===== config.mk =====
export PLATFORM = sky130hd
export DESIGN_NAME = mbe_front
export DESIGN_NICKNAME = d
export VERILOG_FILES = /design/src/rtl/mbe_pkg.sv /design/src/rtl/mbe_front.sv
export SDC_FILE = /design/constraint.sdc
export NUM_CORES = 1
export LEC_CHECK = 0
export BUFFER_PORTS_ARGS = -buffer_cell sky130_fd_sc_hd__buf_2
export CORE_MARGIN = 2
export CORE_UTILIZATION = 45
export CTS_CLUSTER_DIAMETER = 30
export DETAILED_ROUTE_END_ITERATION = 8
export GPL_ROUTABILITY_DRIVEN = 0
export PLACE_DENSITY_LB_ADDON = 0.25
export SLEW_MARGIN = 10
export SYNTH_ARGS = -nofsm -noshare
export SYNTH_HDL_FRONTEND = slang
export SYNTH_SLANG_ARGS = --single-unit

===== constraint.sdc =====
create_clock -name clock -period 3.31 [get_ports clock]
set_clock_uncertainty 0.05 [all_clocks]
set_input_delay 0.4965 -clock clock [delete_from_list [all_inputs] [get_ports clock]]
set_output_delay 0.4965 -clock clock [all_outputs]
set_load 0.01 [all_outputs]

===== src/rtl/mbe_pkg.sv =====
`timescale 1ns / 1ps
// ----------------------------------------------------------------------------
// mbe_pkg
// shared constants, payload types and fixed-point helpers for the
// escape-time unit
// ----------------------------------------------------------------------------
package mbe_pkg;

   localparam int COUNT_BITS = 10;
   localparam int FRAC_BITS  = 28;
   localparam int IN_W       = 32;

   // internal values are signed q8.frac
   localparam int QW   = FRAC_BITS + 8;
   // operand split for the partial products
   localparam int HW   = (QW + 1) / 2;
   localparam int PP_W = 2 * HW + 2;
   // exact product width, with headroom
   localparam int SW   = 2 * QW + 2;
   // width of the saturating adds
   localparam int AW   = ((QW > IN_W) ? QW : IN_W) + 2;

   localparam logic signed [QW-1:0] Q_HI = {1'b0, {(QW-1){1'b1}}};
   localparam logic signed [QW-1:0] Q_LO = {1'b1, {(QW-1){1'b0}}};
   localparam logic signed [QW:0]   FOUR = (QW+1)'(4) <<< FRAC_BITS;

   localparam logic [COUNT_BITS-1:0] MAX_ITER_RESET = COUNT_BITS'(500);

   localparam int QUEUE_DEPTH = 2;
   localparam int PTR_BITS    = $clog2(QUEUE_DEPTH);
   localparam int CNT_BITS    = $clog2(QUEUE_DEPTH + 1);

   localparam int CSR_ADDR_BITS = 3;
   localparam int CSR_DATA_BITS = 32;
   // register index sits above the byte offset
   localparam logic CSR_IDX_MAX_ITER = 1'b0;

   typedef struct packed {
      logic signed [IN_W-1:0] c_real;
      logic signed [IN_W-1:0] c_imag;
   } req_type;

   typedef struct packed {
      logic [COUNT_BITS-1:0] iteration_count;
      logic                  escaped;
   } rsp_type;

   // clamp a wide sum into the q8 range
   function automatic logic signed [QW-1:0] sat_q(input logic signed [AW-1:0] v);
      logic signed [QW-1:0] r;
      if (v > AW'(Q_HI)) begin
         r = Q_HI;
      end else if (v < AW'(Q_LO)) begin
         r = Q_LO;
      end else begin
         r = $signed(v[QW-1:0]);
      end
      return r;
   endfunction

   // recombine four partial products into the exact signed product
   function automatic logic signed [SW-1:0] prod_join(
      input logic signed [PP_W-1:0] ll,
      input logic signed [PP_W-1:0] lh,
      input logic signed [PP_W-1:0] hl,
      input logic signed [PP_W-1:0] hh
   );
      logic signed [SW-1:0] e_ll;
      logic signed [SW-1:0] e_lh;
      logic signed [SW-1:0] e_hl;
      logic signed [SW-1:0] e_hh;
      e_ll = SW'(ll);
      e_lh = SW'(lh);
      e_hl = SW'(hl);
      e_hh = SW'(hh);
      return (e_hh <<< (2 * HW)) + ((e_lh + e_hl) <<< HW) + e_ll;
   endfunction

   // floor shift of a product, then clamp; dbl gives twice the product
   function automatic logic signed [QW-1:0] sat_prod(
      input logic signed [SW-1:0] p,
      input logic                 dbl
   );
      logic signed [SW-1:0] s;
      logic signed [QW-1:0] r;
      s = dbl ? (p >>> (FRAC_BITS - 1)) : (p >>> FRAC_BITS);
      if (s > SW'(Q_HI)) begin
         r = Q_HI;
      end else if (s < SW'(Q_LO)) begin
         r = Q_LO;
      end else begin
         r = $signed(s[QW-1:0]);
      end
      return r;
   endfunction

endpackage


===== src/rtl/mbe_front.sv =====
`timescale 1ns / 1ps
// ----------------------------------------------------------------------------
// mbe_front
// command intake: takes points on start and holds them in a short queue
// until the iteration core is free
// ----------------------------------------------------------------------------
module mbe_front
   import mbe_pkg::*;
(
   input  logic    clock,
   input  logic    reset,
   input  logic    start,
   output logic    busy,
   input  req_type req_data,
   input  logic    pop,
   output logic    q_valid,
   output req_type q_data
);

   logic [CNT_BITS-1:0] count_ff, count_in;
   logic [PTR_BITS-1:0] wr_ptr_ff, wr_ptr_in;
   logic [PTR_BITS-1:0] rd_ptr_ff, rd_ptr_in;
   req_type             entry_ff [QUEUE_DEPTH];

   logic push;
   logic take;

   assign busy    = (count_ff == CNT_BITS'(QUEUE_DEPTH));
   assign push    = start && !busy;
   assign q_valid = (count_ff != '0);
   assign take    = pop && q_valid;
   assign q_data  = entry_ff[rd_ptr_ff];

   always_comb begin
      count_in  = count_ff;
      wr_ptr_in = wr_ptr_ff;
      rd_ptr_in = rd_ptr_ff;
      if (push) begin
         wr_ptr_in = wr_ptr_ff + 1'b1;
      end
      if (take) begin
         rd_ptr_in = rd_ptr_ff + 1'b1;
      end
      unique case ({push, take})
         2'b10:   count_in = count_ff + 1'b1;
         2'b01:   count_in = count_ff - 1'b1;
         default: count_in = count_ff;
      endcase
   end

   always_ff @(posedge clock) begin
      if (reset) begin
         count_ff  <= '0;
         wr_ptr_ff <= '0;
         rd_ptr_ff <= '0;
      end else begin
         count_ff  <= count_in;
         wr_ptr_ff <= wr_ptr_in;
         rd_ptr_ff <= rd_ptr_in;
      end
   end

   always_ff @(posedge clock) begin
      if (push) begin
         entry_ff[wr_ptr_ff] <= req_data;
      end
   end

endmodule


---- Word-level counts from Yosys, hierarchy flattened ----
Memory sizes are Yosys's and may differ from the RTL's. A register that Yosys moved wholly into a read port is not among the register bits.
Cells that the tools add are included.
word-level totals
  word-level logic and storage cells ...... 21
  RAM bits ................................ 128
  bits in registers ....................... 4
  memories kept ........................... 1
memory list
  memory    depth  width  rd ports  clocked after memory_dff  write ports  RTL line         RTL
  entry_ff  2      64     1         1                         1            mbe_front.sv:23  req_type entry_ff [QUEUE_DEPTH];
operators by class
  reductions and logical operators ........ 5
  equality and inequality tests ........... 3
  multiplexer cells ....................... 5
  add/sub/neg operators ................... 4
operators with widths
  kind                   number
  $eq A2 B2 Y1 const B   2
  $mux W1                4
  $pmux W2 S2            1
  $reduce_bool A2 Y1     2
  $add A1 B1 Y1 const B  2
  $add A2 B1 Y2 const B  1
  $eq A2 B1 Y1 const B   1
  $logic_and A1 B1 Y1    2
  $sub A2 B1 Y2 const B  1
  $logic_not A1 Y1       1

---- Longest topological paths before layout ----
  depth in word-level cells ............... 5
  gate-level depth with buffers ........... 6

---- Least setup slack after synthesis ----
Ideal clock, no wire load.
  kind .................................... register to register
  from .................................... reg count_ff[0]
  to ...................................... mem entry_ff[0][0] (netlist name), enable pin
  slack ................................... 0.676 ns
  period minus slack after synthesis ...... 2.634 ns
  stages on the path, launching flop included .. 5
  arrival time ............................ 2.166 ns
  required time ........................... 2.842 ns
  path buffers ............................ 0
  path through ............................ dfxtp_1 -> nand2b_2 -> inv_2 -> or3_1 -> inv_1
on the way
  cells in the longest elaborated chain, start to end .. 5
ends and longest elaborated chain
  element                        RTL line         RTL
  start: declaration             mbe_front.sv:20  logic [CNT_BITS-1:0] count_ff, count_in;
  start signal: assignment       mbe_front.sv:57  count_ff <= count_in;
  $eq A2 B2 Y1                   mbe_front.sv:28  assign busy = (count_ff == CNT_BITS'(QUEUE_DEPTH));
  via busy                       mbe_front.sv:13  output logic busy,
  $logic_not A1 Y1               mbe_front.sv:29  assign push = start && !busy;
  $logic_and A1 B1 Y1            mbe_front.sv:29
  $mux W1                        mbe_front.sv:64  if (push) begin
  $mux W1 (not written as such)  mbe_front.sv:65  entry_ff[wr_ptr_ff] <= req_data;
  end: declaration               mbe_front.sv:23
The timed path passes the listed nets, and every way through them passes these cells.

==> summary.json <==
{
  "route": {
    "initialDrtViolationCount": 100,
    "dr.max_layer_used": "met4",
    "detailroute.wirelength.met2_um": 3940,
    "met3_length_um": 507,
    "drt_first_pass_iters": 4,
    "drt_wl_cell_um": 15.3,
    "ant_nets": 0,
    "vias_per_cell": 4.80,
    "vias": 2513,
    "routed_wirelength_um": 7980,
    "routedLengthMet1_um": 3480,
    "route.detailed.drc": 0
  },
  "timing": {
    "maxSlewHeadroom_pct": 57.1,
    "totalNegativeSetupSlack_ps": 0,
    "hold_viol_final": 0,
    "layout_worst_path_cycle_share_pct": 70.8,
    "slew_violations": 0,
    "max_slew.worst_pin.slew_ps": 642,
    "fmax_ghz": 0.427,
    "final_setup_violating_endpoints": 0,
    "worst_slack_ps": 968,
    "minimum_period_implied_by_the_final_worst_setup_slack_ps": 2340,
    "holdWs_ps": 143,
    "rsz0062_at_grt": "false"
  },
  "clocking": {
    "cts_inserted_buffers": 17,
    "post_cts_hold_buffer_count": 0,
    "max-clock-path-buffers": 2,
    "root_buffer": "sky130_fd_sc_hd__clkbuf_8",
    "clock_insertion_delay_at_the_later_pin_of_the_skew_report_ps": 490,
    "cts.reportedPaths.clkPinSlew_ps": 60,
    "postCtsResizedCells": 0,
    "clock_tree_from_tritoncts": "built",
    "htreeDepth": 4,
    "clock-sinks": 133,
    "post-cts-setup-buffers": 0
  },
  "pwr": {
    "cellPowerDensity_nw_per_um2": 842,
    "cellInternalPower_mw": 3.99,
    "post-layout-total-power_mw": 5.31,
    "p_seq_share_pct": 41.2,
    "clock_power_share_pct": 36.2,
    "power_leakage_nw": 2.39,
    "peakVddDrop_mv": 0.378,
    "power.net_switching_mw": 1.32,
    "comb_power_share_pct": 22.6,
    "netSwitchingFraction_pct": 24.9
  },
  "global_routing": {
    "grt.total_usage_pct": 14.4,
    "grt_pass1_wl_um": 12300,
    "grt_max_degree": 38,
    "globalRoute.totalOverflow": 0,
    "initial_antenna_violation_count": 0,
    "grt_pass1_vias": 2539
  },
  "setup_path": {
    "criticalPathCategory": "flip-flop to output port",
    "crit_fanout": 37,
    "path_cells": "buf_4 > mux2_2 > buf_2",
    "critPathRequiredTime_ps": 2760,
    "setup.worst_path.end_class": "output port",
    "timing.critical_path.from_type": "flip-flop",
    "worst_path_largest_cell_delay_ps": 420,
    "kind_of_cell_adding_the_most_delay_to_the_critical_path": "buffers and inverters",
    "cp.arrival_ps": 1800,
    "crit_slowest_cell": "sky130_fd_sc_hd__buf_4",
    "crit_buf_inv": 2
  },
  "synth": {
    "average_cell_area_after_synthesis_um2": 21.4,
    "post_synth_inst_count": 225,
    "mappedNetlistNets": 294,
    "synth_seq_cells": 133,
    "synth-seq-area-share_pct": 81.7,
    "synth_cell_types": 18,
    "post_synth_instance_area_um2": 4830,
    "yosysWarningCount": 0
  },
  "finish": {
    "postLayoutCoreUtil_pct": 60.8,
    "area_growth_syn_to_layout_pct": 30.7,
    "stdcell_count": 523,
    "most_frequent_cells_in_the_layout": "sky130_fd_sc_hd__buf_2 (133), sky130_fd_sc_hd__edfxtp_1 (128), sky130_fd_sc_hd__mux2_2 (64), sky130_fd_sc_hd__clkbuf_16 (16)",
    "antennaDiodeCount": 0,
    "design.final.nets": 445,
    "final_layout_size_suffix_gt1_share_pct": 61.2,
    "layout.filler_cells": 789,
    "most_common_cell_after_layout_fill_and_taps_aside": "sky130_fd_sc_hd__buf_2",
    "fin_area_um2": 6310
  },
  "floorplanning": {
    "chipWidth_um": 108,
    "effective_utilization_at_floorplan_pct": 46.5,
    "die_area_um2": 11600,
    "fp.coreArea_um2": 10400,
    "die_y_um": 108,
    "top_level_ports": 134,
    "placement_rows": 37
  },
  "run_status": {
    "run_status": "finished, final reports clean"
  },
  "place": {
    "numPlacedInstances": 493,
    "detailed_place_hpwl_um": 5230,
    "buffer_ports.inserted": 133,
    "postPlaceCellArea_um2": 5690,
    "preCtsSetupSlack_ps": 1050
  },
  "min_path": {
    "min_path_type": "input pin to flip-flop"
  },
  "flow_run": {
    "drv.max_cap_violation_count": 0
  }
}
power groups by stage:
stage               combinational (mW)  sequential [mW]  clock (mW)
finish                            1.20             2.19        1.93
global route                      1.31             2.21        2.06
CTS                               1.23             2.19        1.97
detailed placement                1.22             2.22           0
global placement                  1.22             2.21           0
floorplan                        0.774             2.21           0
cell type report:
cell class | count | area, µm² | share of cell area [%]
well taps | 136 | 170 | 2.70
inverters | 3 | 11.3 | 0.179
flip-flops and latches | 133 | 3950 | 62.5
multi-input cells | 82 | 837 | 13.3
clock buffers | 17 | 414 | 6.56
clock inverters | 13 | 208 | 3.29
repair buffers | 139 | 723 | 11.5
Yosys cell counts:
| cell | instances | area [µm²] |
|---|---|---|
| sky130_fd_sc_hd__or3_1 | 2 | 12.5 |
| sky130_fd_sc_hd__ha_1 | 1 | 12.5 |
| sky130_fd_sc_hd__xnor2_1 | 2 | 17.5 |
| sky130_fd_sc_hd__xor2_1 | 1 | 8.76 |
| sky130_fd_sc_hd__inv_1 | 2 | 7.51 |
| sky130_fd_sc_hd__or2_2 | 1 | 6.26 |
| sky130_fd_sc_hd__o21ai_0 | 2 | 10.0 |
| sky130_fd_sc_hd__buf_2 | 7 | 35.0 |
| sky130_fd_sc_hd__dfxtp_1 | 5 | 100 |
| sky130_fd_sc_hd__nand2_1 | 1 | 3.75 |
| sky130_fd_sc_hd__mux2_2 | 64 | 721 |
| sky130_fd_sc_hd__nand2b_2 | 1 | 8.76 |
| sky130_fd_sc_hd__inv_2 | 1 | 3.75 |
| sky130_fd_sc_hd__edfxtp_1 | 128 | 3840 |
| sky130_fd_sc_hd__and3_1 | 1 | 6.26 |
| sky130_fd_sc_hd__o21a_1 | 1 | 7.51 |
| sky130_fd_sc_hd__nor2_1 | 3 | 11.3 |
| sky130_fd_sc_hd__a21oi_1 | 2 | 10.0 |
flip-flops by register name, summed over array words and instances (netlist names), named ones only:
signal and flops:
entry_ff 128, count_ff 2, rd_ptr_ff 1, wr_ptr_ff 1
path summary, 6_finish.rpt:
kind / startpoint / end / slack (ps) / cells past startpoint
setup / recovery: flip-flop / q_data[57] / 970 / 3
hold reg to reg: wr_ptr_ff$_SDFFE_PP0N_ / wr_ptr_ff$_SDFFE_PP0N_ / 440 / 2
setup reg to reg: count_ff[0]$_SDFFE_PP0P_ / entry_ff[0][58]$_DFFE_PP_ / 1180 / 5
hold / removal: req_data[33] / entry_ff[0][33]$_DFFE_PP_ / 140 / 1
cells by family (layout without fill, tap and decap cells):
family / count (synthesis) / count (layout) / share of synthesized area (%)
flops: 133 / 133 / 81.7
compound gates: 5 / 5 / 0.570
buf+inv: 10 / 172 / 0.959
simple gates: 9 / 9 / 1.01
xor+xnor: 3 / 3 / 0.545
mux: 64 / 64 / 14.9
fa+ha+maj: 1 / 1 / 0.259
per-layer routing:
metal	track usage, %	vias to the layer above
met5	0	-
met4	4.67	0
met3	5.81	7
met2	22.7	89
met1	18.2	1227
li1	-	1190
Power figures use the tool's default switching activity.
